**config.mk**
```make
export PLATFORM = sky130hd
export DESIGN_NAME = varint_zero_run_delta_decoder_top
export DESIGN_NICKNAME = d
export VERILOG_FILES = /design/src/sv/vzrd_pkg.sv /design/src/sv/vzrd_in_reg.sv /design/src/sv/vzrd_core.sv /design/src/sv/vzrd_out_reg.sv /design/src/sv/varint_zero_run_delta_decoder_top.sv
export SDC_FILE = /design/constraint.sdc
export NUM_CORES = 1
export LEC_CHECK = 0
export ABC_AREA = 1
export BUFFER_PORTS_ARGS = -buffer_cell sky130_fd_sc_hd__buf_2
export CAP_MARGIN = 20
export CORE_MARGIN = 3
export CORE_UTILIZATION = 65
export DETAILED_ROUTE_END_ITERATION = 16
export HOLD_SLACK_MARGIN = 0.12
export PLACE_DENSITY = 0.85
export RECOVER_POWER = 50
export SETUP_SLACK_MARGIN = 0.15
export SLEW_MARGIN = 10
export SYNTH_ARGS = -nofsm -noshare
export SYNTH_HDL_FRONTEND = slang
export SYNTH_HIERARCHICAL = 1
export SYNTH_SLANG_ARGS = --single-unit
```
**constraint.sdc**
```tcl
create_clock -name clock -period 16.1 [get_ports clock]
set_input_delay 4.83 -clock clock [delete_from_list [all_inputs] [get_ports clock]]
set_output_delay 4.83 -clock clock [all_outputs]
set_load 0.05 [all_outputs]
```
**src/sv/vzrd_pkg.sv**
```systemverilog
package vzrd_pkg;

   localparam int unsigned VALUE_W = 64;
   localparam int unsigned IDX_W = 10;
   localparam int unsigned BYTE_W = 8;
   localparam int unsigned CNT_W = 4;

   localparam logic [IDX_W-1:0] SAMPLES_RESET = 10'd299;
   localparam logic [CNT_W-1:0] VARINT_MAX_BYTES = 4'd10;

   localparam logic OP_BASE = 1'b0;
   localparam logic OP_BYTE = 1'b1;

   typedef enum logic [1:0] {
      ERR_NONE       = 2'd0,
      ERR_VARINT_LONG = 2'd1,
      ERR_NO_METRIC  = 2'd2
   } err_type;

   typedef struct packed {
      logic               op;
      logic [BYTE_W-1:0]  stream_byte;
      logic [VALUE_W-1:0] base_value;
   } req_type;

   typedef struct packed {
      logic [VALUE_W-1:0] sample_value;
      logic [IDX_W-1:0]   first_index;
      logic [IDX_W-1:0]   repeat_res;
      logic               metric_done;
      err_type            error;
   } rsp_type;

endpackage

```
**src/sv/vzrd_in_reg.sv**
```systemverilog
module vzrd_in_reg
   import vzrd_pkg::*;
(
   input  logic    clock,
   input  logic    reset,
   input  logic    req_valid,
   output logic    req_stall,
   input  req_type req_item,
   input  logic    take,
   output logic    item_valid,
   output req_type item
);

   logic    valid_ff;
   logic    valid_in;
   req_type item_ff;

   assign req_stall = valid_ff && !take;
   assign valid_in = req_stall ? valid_ff : req_valid;
   assign item_valid = valid_ff;
   assign item = item_ff;

   always_ff @(posedge clock) begin
      if (reset) begin
         valid_ff <= 1'b0;
      end else begin
         valid_ff <= valid_in;
      end
   end

   always_ff @(posedge clock) begin
      if (req_valid && !req_stall) begin
         item_ff <= req_item;
      end
   end

endmodule

```
**src/sv/vzrd_core.sv**
```systemverilog
module vzrd_core
   import vzrd_pkg::*;
(
   input  logic             clock,
   input  logic             reset,
   input  logic             csr_wr_en,
   input  logic [IDX_W-1:0] csr_wr_data,
   input  logic             fire,
   input  req_type          item,
   output logic             res_valid,
   output rsp_type          res
);

   logic [IDX_W-1:0]   samples_ff;
   logic [VALUE_W-1:0] value_ff, value_in;
   logic [VALUE_W-1:0] acc_ff, acc_in;
   logic [CNT_W-1:0]   cnt_ff, cnt_in;
   logic [IDX_W-1:0]   pos_ff, pos_in;
   logic [VALUE_W-1:0] pending_ff, pending_in;
   logic               run_ff, run_in;
   logic               open_ff, open_in;

   logic [IDX_W-1:0]   len;
   logic [6:0]         shamt;
   logic [VALUE_W-1:0] acc_merged;
   logic [VALUE_W-1:0] delta_sum;
   logic [IDX_W-1:0]   base_take;
   logic [IDX_W-1:0]   avail_m1;
   logic [IDX_W-1:0]   run_take;
   logic [IDX_W-1:0]   run_count;
   logic [IDX_W:0]     pos_after_one;
   logic [IDX_W:0]     pos_after_run;

   always_comb begin
      len = (samples_ff == '0) ? IDX_W'(1) : samples_ff;
      shamt = {3'b000, cnt_ff} * 7'd7;
      acc_merged = acc_ff
         | ({{(VALUE_W-7){1'b0}}, item.stream_byte[6:0]} << shamt[5:0]);
      delta_sum = value_ff + acc_merged;
      base_take = (pending_ff < {{(VALUE_W-IDX_W){1'b0}}, len}) ?
         pending_ff[IDX_W-1:0] : len;
      avail_m1 = len - pos_ff - IDX_W'(1);
      run_take = (acc_merged < {{(VALUE_W-IDX_W){1'b0}}, avail_m1}) ?
         acc_merged[IDX_W-1:0] : avail_m1;
      run_count = run_take + IDX_W'(1);
      pos_after_one = {1'b0, pos_ff} + (IDX_W+1)'(1);
      pos_after_run = {1'b0, pos_ff} + {1'b0, run_count};
   end

   always_comb begin
      value_in = value_ff;
      acc_in = acc_ff;
      cnt_in = cnt_ff;
      pos_in = pos_ff;
      pending_in = pending_ff;
      run_in = run_ff;
      open_in = open_ff;
      res_valid = 1'b0;
      res = '0;
      res.error = ERR_NONE;
      if (fire) begin
         if (item.op == OP_BASE) begin
            value_in = item.base_value;
            pos_in = '0;
            open_in = 1'b1;
            run_in = 1'b0;
            acc_in = '0;
            cnt_in = '0;
            if (pending_ff != '0) begin
               pending_in = pending_ff - {{(VALUE_W-IDX_W){1'b0}}, base_take};
               pos_in = base_take;
               res_valid = 1'b1;
               res.sample_value = item.base_value;
               res.first_index = IDX_W'(1);
               res.repeat_res = base_take;
               res.metric_done = (base_take == len);
               if (base_take == len) begin
                  open_in = 1'b0;
               end
            end
         end else if (!open_ff || pos_ff >= len) begin
            open_in = 1'b0;
            res_valid = 1'b1;
            res.error = ERR_NO_METRIC;
         end else if (cnt_ff >= VARINT_MAX_BYTES) begin
            acc_in = '0;
            cnt_in = '0;
            res_valid = 1'b1;
            res.error = ERR_VARINT_LONG;
         end else if (item.stream_byte[BYTE_W-1]) begin
            acc_in = acc_merged;
            cnt_in = cnt_ff + CNT_W'(1);
         end else begin
            acc_in = '0;
            cnt_in = '0;
            if (!run_ff) begin
               if (acc_merged != '0) begin
                  value_in = delta_sum;
                  pos_in = pos_after_one[IDX_W-1:0];
                  res_valid = 1'b1;
                  res.sample_value = delta_sum;
                  res.first_index = pos_after_one[IDX_W-1:0];
                  res.repeat_res = IDX_W'(1);
                  res.metric_done = (pos_after_one >= {1'b0, len});
                  if (pos_after_one >= {1'b0, len}) begin
                     open_in = 1'b0;
                  end
               end else begin
                  run_in = 1'b1;
               end
            end else begin
               run_in = 1'b0;
               pending_in = acc_merged - {{(VALUE_W-IDX_W){1'b0}}, run_take};
               pos_in = pos_after_run[IDX_W-1:0];
               res_valid = 1'b1;
               res.sample_value = value_ff;
               res.first_index = pos_after_one[IDX_W-1:0];
               res.repeat_res = run_count;
               res.metric_done = (pos_after_run >= {1'b0, len});
               if (pos_after_run >= {1'b0, len}) begin
                  open_in = 1'b0;
               end
            end
         end
      end
   end

   always_ff @(posedge clock) begin
      if (reset) begin
         samples_ff <= SAMPLES_RESET;
         value_ff <= '0;
         acc_ff <= '0;
         cnt_ff <= '0;
         pos_ff <= '0;
         pending_ff <= '0;
         run_ff <= 1'b0;
         open_ff <= 1'b0;
      end else begin
         if (csr_wr_en) begin
            samples_ff <= csr_wr_data;
         end
         value_ff <= value_in;
         acc_ff <= acc_in;
         cnt_ff <= cnt_in;
         pos_ff <= pos_in;
         pending_ff <= pending_in;
         run_ff <= run_in;
         open_ff <= open_in;
      end
   end

`ifndef SYNTHESIS
   done_closes_metric: assert property (@(posedge clock) disable iff (reset)
      (fire && res_valid && res.metric_done) |=> !open_ff)
      else $error("Metric stayed open after its last sample.");

   base_clears_varint: assert property (@(posedge clock) disable iff (reset)
      (fire && item.op == OP_BASE) |=> (cnt_ff == '0 && !run_ff && open_ff == !$past(
         res_valid && res.metric_done)))
      else $error("Base request left varint state behind.");

   good_result_nonempty: assert property (@(posedge clock) disable iff (reset)
      (fire && res_valid && res.error == ERR_NONE) |-> res.repeat_res != '0)
      else $error("Sample result covers no samples.");

   byte_count_bounded: assert property (@(posedge clock) disable iff (reset)
      cnt_ff <= VARINT_MAX_BYTES)
      else $error("Varint byte count ran past its limit.");
`endif

endmodule

```
**src/sv/vzrd_out_reg.sv**
```systemverilog
module vzrd_out_reg
   import vzrd_pkg::*;
(
   input  logic    clock,
   input  logic    reset,
   input  logic    load,
   input  logic    load_valid,
   input  rsp_type load_data,
   output logic    slot_free,
   output logic    rsp_valid,
   input  logic    rsp_stall,
   output rsp_type rsp_data
);

   logic    valid_ff;
   logic    valid_in;
   rsp_type data_ff;

   assign slot_free = !valid_ff || !rsp_stall;
   assign valid_in = load ? load_valid : (valid_ff && rsp_stall);
   assign rsp_valid = valid_ff;
   assign rsp_data = data_ff;

   always_ff @(posedge clock) begin
      if (reset) begin
         valid_ff <= 1'b0;
      end else begin
         valid_ff <= valid_in;
      end
   end

   always_ff @(posedge clock) begin
      if (load && load_valid) begin
         data_ff <= load_data;
      end
   end

endmodule

```
**src/sv/varint_zero_run_delta_decoder_top.sv**
```systemverilog
// Decodes metric sample series from a byte stream of little-endian base-128
// varints. A base request opens a metric; each byte request feeds the stream,
// and every completed delta, or zero delta with its run length, yields one
// response carrying the value and how many consecutive samples hold it. The
// block takes one request per cycle while the response side is not stalled,
// and req_stall follows rsp_stall in the same cycle once both registers hold
// data. A taken request goes into the input register, and its response is
// loaded into the response register from there: the decode logic sits between
// the two registers, and its longest path is the varint shift-or followed by
// a 64-bit compare and subtract for the zero run. csr_wr_data sets the samples
// per metric (zero counts as one) and should be written only while the block
// is idle.
module varint_zero_run_delta_decoder_top
   import vzrd_pkg::*;
(
   input  logic               clock,
   input  logic               reset,
   input  logic               csr_wr_en,
   input  logic [IDX_W-1:0]   csr_wr_data,
   input  logic               req_valid,
   output logic               req_stall,
   input  logic               req_op,
   input  logic [BYTE_W-1:0]  req_stream_byte,
   input  logic [VALUE_W-1:0] req_base_value,
   output logic               rsp_valid,
   input  logic               rsp_stall,
   output logic [VALUE_W-1:0] rsp_sample_value,
   output logic [IDX_W-1:0]   rsp_first_index,
   output logic [IDX_W-1:0]   rsp_repeat_res,
   output logic               rsp_metric_done,
   output logic [1:0]         rsp_error
);

   req_type req_item;
   req_type item;
   logic    item_valid;
   logic    slot_free;
   logic    fire;
   logic    res_valid;
   rsp_type res;
   rsp_type rsp_data;

   assign req_item.op = req_op;
   assign req_item.stream_byte = req_stream_byte;
   assign req_item.base_value = req_base_value;
   assign fire = item_valid && slot_free;

   vzrd_in_reg u_in_reg (
      .clock      (clock),
      .reset      (reset),
      .req_valid  (req_valid),
      .req_stall  (req_stall),
      .req_item   (req_item),
      .take       (fire),
      .item_valid (item_valid),
      .item       (item)
   );

   vzrd_core u_core (
      .clock       (clock),
      .reset       (reset),
      .csr_wr_en   (csr_wr_en),
      .csr_wr_data (csr_wr_data),
      .fire        (fire),
      .item        (item),
      .res_valid   (res_valid),
      .res         (res)
   );

   vzrd_out_reg u_out_reg (
      .clock      (clock),
      .reset      (reset),
      .load       (slot_free),
      .load_valid (fire && res_valid),
      .load_data  (res),
      .slot_free  (slot_free),
      .rsp_valid  (rsp_valid),
      .rsp_stall  (rsp_stall),
      .rsp_data   (rsp_data)
   );

   assign rsp_sample_value = rsp_data.sample_value;
   assign rsp_first_index = rsp_data.first_index;
   assign rsp_repeat_res = rsp_data.repeat_res;
   assign rsp_metric_done = rsp_data.metric_done;
   assign rsp_error = rsp_data.error;

endmodule
```
==> results of run 1 <==
## cell type report
cell class              instances  area (um2)
multi-input cells            2983       16100
fillers                      3629       11700
flip-flops and latches        380        9210
inverters                     516        1950
clock buffers                  59        1240
repair buffers                198         920
well taps                     539         674
clock inverters                23         299
diodes                          1        2.50
## synthesized netlist by cell type, types with 10 or more instances
library cell,number,area [um2]
buf_2,17,85.1
inv_2,14,52.6
a21oi_1,477,2390
nor3_1,48,240
a31oi_1,49,307
nand2_2,17,106
o21ai_1,17,85.1
inv_1,499,1870
nor4_1,25,156
o211ai_1,35,263
xor2_1,67,587
edfxtp_1,160,4800
dfxtp_1,220,4400
nand3_1,247,1240
buf_1,16,60.1
nand2_1,694,2610
o32ai_1,14,123
a211oi_1,17,128
nand4_1,77,482
nor2_1,517,1940
o221ai_1,10,87.6
clkbuf_1,125,469
o21ai_0,295,1480
o21bai_1,19,143
ha_1,161,2010
or2_2,35,219
xnor2_1,45,394
## through the flow
| stage | area [um2] | worst slack [ps] | hold WS [ps] | instances | total power, W |
|---|---|---|---|---|---|
| final | 30400 | 4470 | 451 | 4699 | 0.00361 |
| after global routing | 30400 | 4390 | 470 | 4699 | 0.00379 |
| after CTS | 30600 | 5310 | 451 | 4698 | 0.00356 |
| after detailed placement | 29000 | 5310 | 442 | 4616 | 0.00249 |
| after global placement | 29000 | 5350 | 436 | 4616 | 0.00247 |
| after floorplan | 27900 | 5930 | 429 | 4042 | 0.00212 |
## worst min-delay path, delay by kind of cell (launching register included)
kind,cells,cell delay (ps)
buffers and inverters,1,50
AO/OA/AOI/OAI,1,50
flip-flops,1,310
## final timing paths
kind / startpoint / endpoint / cells past startpoint
min reg2reg: u_core/acc_ff[22] / u_core/acc_ff[22] / 2
max reg2reg: u_core/cnt_ff[0] / u_core/open_ff / 43
min: u_core/acc_ff[22] / u_core/acc_ff[22] / 2
max: rsp_stall / req_stall / 9
## registers in the layout, indices dropped and copies added, names as in the netlist, 4 cells and up
signal and cells:
u_out_reg/rsp_data 87, u_core/acc_ff 64, u_core/pending_ff 64, u_core/cnt_ff 4, u_in_reg/item 73, u_core/samples_ff 10
u_core/pos_ff 10, u_core/value_ff 64
## cell families (layout without fill, tap and decap cells)
group | after synthesis | after routing | synth area share [%]
compound gates | 1000 | 1000 | 19.9
xor+xnor | 113 | 113 | 3.61
fa+ha+maj | 169 | 169 | 7.79
buf+inv | 679 | 796 | 9.34
flops | 380 | 380 | 33.0
other cells | 0 | 1 | 0
simple gates | 1701 | 1701 | 26.3
## cells in the final DEF (no fill, tap or decap), drive strengths merged, types with 45 or more instances in the layout
cell and instances:
dfxtp 220, inv 516, a31oi 49, clkbuf 160, nor3 49, nand3 256, nand4 77, a21oi 481
nor2 533, nand2 714, edfxtp 160, xor2 68, xnor2 45, ha 161, buf 97, o21ai 322
## power groups by stage
stage                     logic [W]  registers (W)  clock network, W
after floorplan            0.000990        0.00113                 0
after global placement      0.00136        0.00111                 0
after detailed placement    0.00138        0.00112                 0
after CTS                   0.00139        0.00110           0.00108
after global routing        0.00157        0.00110           0.00111
final                       0.00144        0.00110           0.00107
## layer usage
metal,share of wire [%],wire [um],track usage [%]
met4,6.0,5870,22.3
met3,11,11300,7.71
met1,39,38500,56.7
met5,0,0,0
met2,43,42600,64.8
==> impl_metrics.toml, run 1 <==
[grt]
antenna_found_initial = 1
global_route.overflow_total = 0
pin_count_of_the_biggest_net_entering_global_routing = 120
first_global_vias = 26500
grt_first_pass_wirelength_um = 149000
globalRouteTotalUtil_pct = 42.1

[clock_tree]
cts_hold_repair_buffers = 0
clock_latency_on_the_worst_skew_pair_ps = 600
post_cts.resized_instances = 0
clkSinkCount = 380
post_cts_buffers = 0
clock-root-buffer = "clkbuf_16"
worst_setup_hold_path_clk_slew_ps = 60
tritoncts_clock_tree = "built"
h-tree-depth = 2
max-clock-path-buffers = 3
cts-buffers-inserted = 44

[synthesis]
synth-main-ff-cell = "dfxtp_1"
netlist_instances = 4042
seq_area_frac_synth_pct = 33.0
ys_async_sr_fraction_pct = 0
synth.net_count = 4299
syn-mean-instance-area_um2 = 6.90
synth_enable_flop_cells = 160
syn-cell-area_mm2 = 0.0279
ys_warn_count = 6
yosysUniqueCellTypes = 62
ffs_latches_synth = 380

[place]
place.detailed.hpwl_um = 71400
place_congestion = 1.07
port_buffers = 176

[timing]
post-route-min-period_ps = 11630
drv_slew = 328
period_share_pct = 72.2
fin_setup_tns_ps = 0
setup_viol_count_final = 0
tightestPinTransition_ps = 3610
final_hold_fails = 0
finClkSkew_ps = 48.1
relSlewSlack_pct = -141
grt_setup_unrepaired = "false"
maxClockFrequency_ghz = 0.0860

[floorplanning]
initial_utilization_pct = 66.2
core_area_mm2 = 0.0421
i_o_pin_total = 177
die_width_um = 213
chipHeight_um = 213
dieArea_mm2 = 0.0455
row_count = 75

[critical_path]
path_delay_family = "buffers and inverters"
data_required_time_of_the_critical_path_ps = 11270
critPathMaxFanout = 27
cpMaxStageDelayCell = "clkbuf_1"
class_of_the_most_critical_setup_path = "input pin to output port"
worstPathBufferInverterCount = 6
max_stage_delay_ps = 1040
regToRegSetupSlack_ps = 6460
worst-endpoint-arrival_ps = 6800
start_kind = "input pin"
end_kind = "output port"
critical_path.cell_chain = "clkbuf_1 > nand2_1 > nand2_1 > inv_1 > clkbuf_1 > inv_1 > nand2_1 > inv_1 > buf_2"

[power_and_ir_drop]
powerDensity_mw_per_mm2 = 119
swShare_pct = 41.2
clock_network_fraction_of_design_power_pct = 29.7
p_int_w = 0.00212
static-leakage-power_nw = 14.2
sequential_cell_fraction_of_total_power_pct = 30.5
power.net_switching_w = 0.00149
maximum_resistive_drop_on_vdd_v = 0.0000955
share_comb_of_total_power_pct = 39.8

[routing]
routedWlPerCell_um = 20.9
drt_iter0_markers = 4660
post_drt_via_cell_ratio = 6.25
post-route-drc-count = 0
postRouteWirelength_um = 98200
first_pass_iteration_count_of_the_detailed_router = 7
vias = 29400
detail-route-antenna-nets = 0

[cells_and_area]
drive_gt1_share_pct = 6.78
finalCoreUtilization_pct = 72.2
finalNetCount = 4380
synthToLayoutAreaGrowth_pct = 8.97

[status]
failed_checks = "max-capacitance violations, max-slew violations"
outcome = "finished, violations left"

[run]
maxCapViolCount = 6

[min_path]
hp-class = "register to register"
Power figures use the tool's default switching activity.
==> run 2, diff against run 1 <==
Settings changed: CORE_UTILIZATION 65 to 63, PLACE_DENSITY 0.85 to 0.82.
Clock period 16.1 ns to 11.7 ns, I/O delays scaled along.
==> impl_metrics.toml, run 2 (synthesized netlist as in run 1, its figures left out) <==
[grt]
use_met1_pct = 56.6
grt_first_pass_wirelength_um = 156000
groute.layer.met3.usage_pct = 8.60
global_route.overflow_total = 0
global_route.usage.met2_pct = 64.0
grt_most_used_layer = "met2"
pin_count_of_the_biggest_net_entering_global_routing = 72
globalRouteTotalUtil_pct = 42.6
antenna_found_initial = 2
first_global_vias = 27100

[critical_path]
regToRegSetupSlack_ps = 2280
cp-startpoint = "rsp_stall"
critPathMaxFanout = 68
start_kind = "input pin"
class_of_the_most_critical_setup_path = "input pin to register"
end_kind = "register"
timing.rr.start = "u_core/cnt_ff[0]"
reg2reg_depth = 44
worst-endpoint-arrival_ps = 10630
data_required_time_of_the_critical_path_ps = 11970
crit-reg2reg-capture = "u_core/open_ff"

[floorplanning]
chipHeight_um = 216
row_count = 76
core_area_mm2 = 0.0435
i_o_pin_total = 177
initial_utilization_pct = 64.2
die_width_um = 216
dieArea_mm2 = 0.0469

[power_and_ir_drop]
swShare_pct = 42.7
powerDensity_mw_per_mm2 = 160
sequential_cell_fraction_of_total_power_pct = 31.2
clock_network_fraction_of_design_power_pct = 26.9
p_int_w = 0.00279
power.net_switching_w = 0.00207
share_comb_of_total_power_pct = 41.9
maximum_resistive_drop_on_vdd_v = 0.000139
static-leakage-power_nw = 14.2

[cells_and_area]
footprint_of_the_multi_input_gates_mm2 = 0.0161
drive_gt1_share_pct = 6.80
largest_register_ff_count = 87
finalNetCount = 4388
fillCellCount = 3885
layout_commonest_cell = "nand2_1"
layoutNonFillerInstCount = 4747
synthToLayoutAreaGrowth_pct = 8.56
top_library_cells_by_usage_in_the_layout_fill_and_taps_aside = "695 x nand2_1, 516 x nor2_1, 498 x inv_1"
sequential_cell_area_mm2 = 0.00921

[routing]
drt_iter0_markers = 4206
first_pass_iteration_count_of_the_detailed_router = 6
post-route-drc-count = 0
postRouteWirelength_um = 102000
routedWlPerCell_um = 21.6
vias = 29400
detail-route-antenna-nets = 0
post_drt_via_cell_ratio = 6.20

[status]
outcome = "finished, violations left"
failed_checks = "max-capacitance violations, max-slew violations"

[clock_tree]
clkSinkCount = 380
post_cts_buffers = 0
worst_setup_hold_path_clk_slew_ps = 60
clock-root-buffer = "clkbuf_16"
h-tree-depth = 2
cts-buffers-inserted = 42
max-clock-path-buffers = 3
clock_latency_on_the_worst_skew_pair_ps = 580
cts_hold_repair_buffers = 0
tritoncts_clock_tree = "built"
post_cts.resized_instances = 0

[place]
place.detailed.hpwl_um = 77200
port_buffers = 176
place_congestion = 1.08
dp.cells = 4671

[run]
maxCapViolCount = 6

[timing]
relSlewSlack_pct = -139
fin_setup_tns_ps = 0
post-route-min-period_ps = 10360
drv_slew = 350
finClkSkew_ps = 18.4
period_share_pct = 88.5
tightestPinTransition_ps = 3590
maxClockFrequency_ghz = 0.0965
final_hold_fails = 0
grt_setup_unrepaired = "false"
setup_viol_count_final = 0

[min_path]
timing.hold.worst_endpoint = "u_core/acc_ff[2]"
worst_hold_startpoint = "u_core/acc_ff[2]"
hp-class = "register to register"
holdPathStages = 2
run 2: changes by cell type in the layout (fill, tap and decap cells not counted), sizes merged:
cell | before | now
bufinv | 6 | 2
clkbuf | 160 | 154
buf | 97 | 109
inv | 516 | 515
clkinvlp | 2 | 3
run 2: worst max-delay path by stage:
| stage | to | slack (ps) |
|---|---|---|
| 2_1_floorplan | req_stall | 4170 |
| 3_3_place_gp | u_core/open_ff | 2890 |
| 3_5_place_dp | u_core/open_ff | 2730 |
| 4_1_cts | u_core/open_ff | 2730 |
| 5_1_grt | u_core/cnt_ff[1] | 1170 |
| 6_report | u_core/cnt_ff[1] | 1340 |
run 2: stage by stage:
stage | utilization [%] | total power (W) | hold WS [ps] | worst slack, ps | cell area [um2]
finish | 69.7 | 0.00486 | 450 | 1340 | 30300
global route | 69.7 | 0.00509 | 472 | 1170 | 30300
CTS | 70.1 | 0.00478 | 450 | 2730 | 30500
detailed placement | 67.0 | 0.00348 | 442 | 2730 | 29100
global placement | 67.0 | 0.00346 | 441 | 2890 | 29100
floorplan | - | 0.00291 | 429 | 4170 | 27900
run 2: power groups by stage:
stage | Clock, W | Sequential, W | Combinational, W
6_report | 0.00131 | 0.00152 | 0.00203
2_1_floorplan | 0 | 0.00155 | 0.00136
5_1_grt | 0.00136 | 0.00152 | 0.00221
3_3_place_gp | 0 | 0.00154 | 0.00193
3_5_place_dp | 0 | 0.00154 | 0.00195
4_1_cts | 0.00131 | 0.00151 | 0.00196
run 2: layer usage:
layer | vias up | routed length, um
li1 | 13800 | -
met1 | 13300 | 39700
met2 | 1953 | 43400
met3 | 375 | 11800
met4 | 0 | 7430
met5 | - | 0
run 2: layout make-up:
type,count,share of cell area (%)
Tap cell,585,2.42
Clock inverter,19,0.533
Sequential cell,380,30.4
Multi-Input combinational cell,2983,53.2
Inverter,516,6.42
Antenna cell,1,0.00826
Timing Repair Buffer,208,3.23
Clock buffer,55,3.83
run 2: worst max-delay path, stage by stage:
cell and delay, ps:
clkbuf_1 120, nand2_1 120, nand2_1 100, inv_1 60
clkbuf_1 1010, inv_1 260, nor2_4 170, clkbuf_2 1140
inv_1 850, o21ai_0 450, clkbuf_1 2540, a211oi_1 130
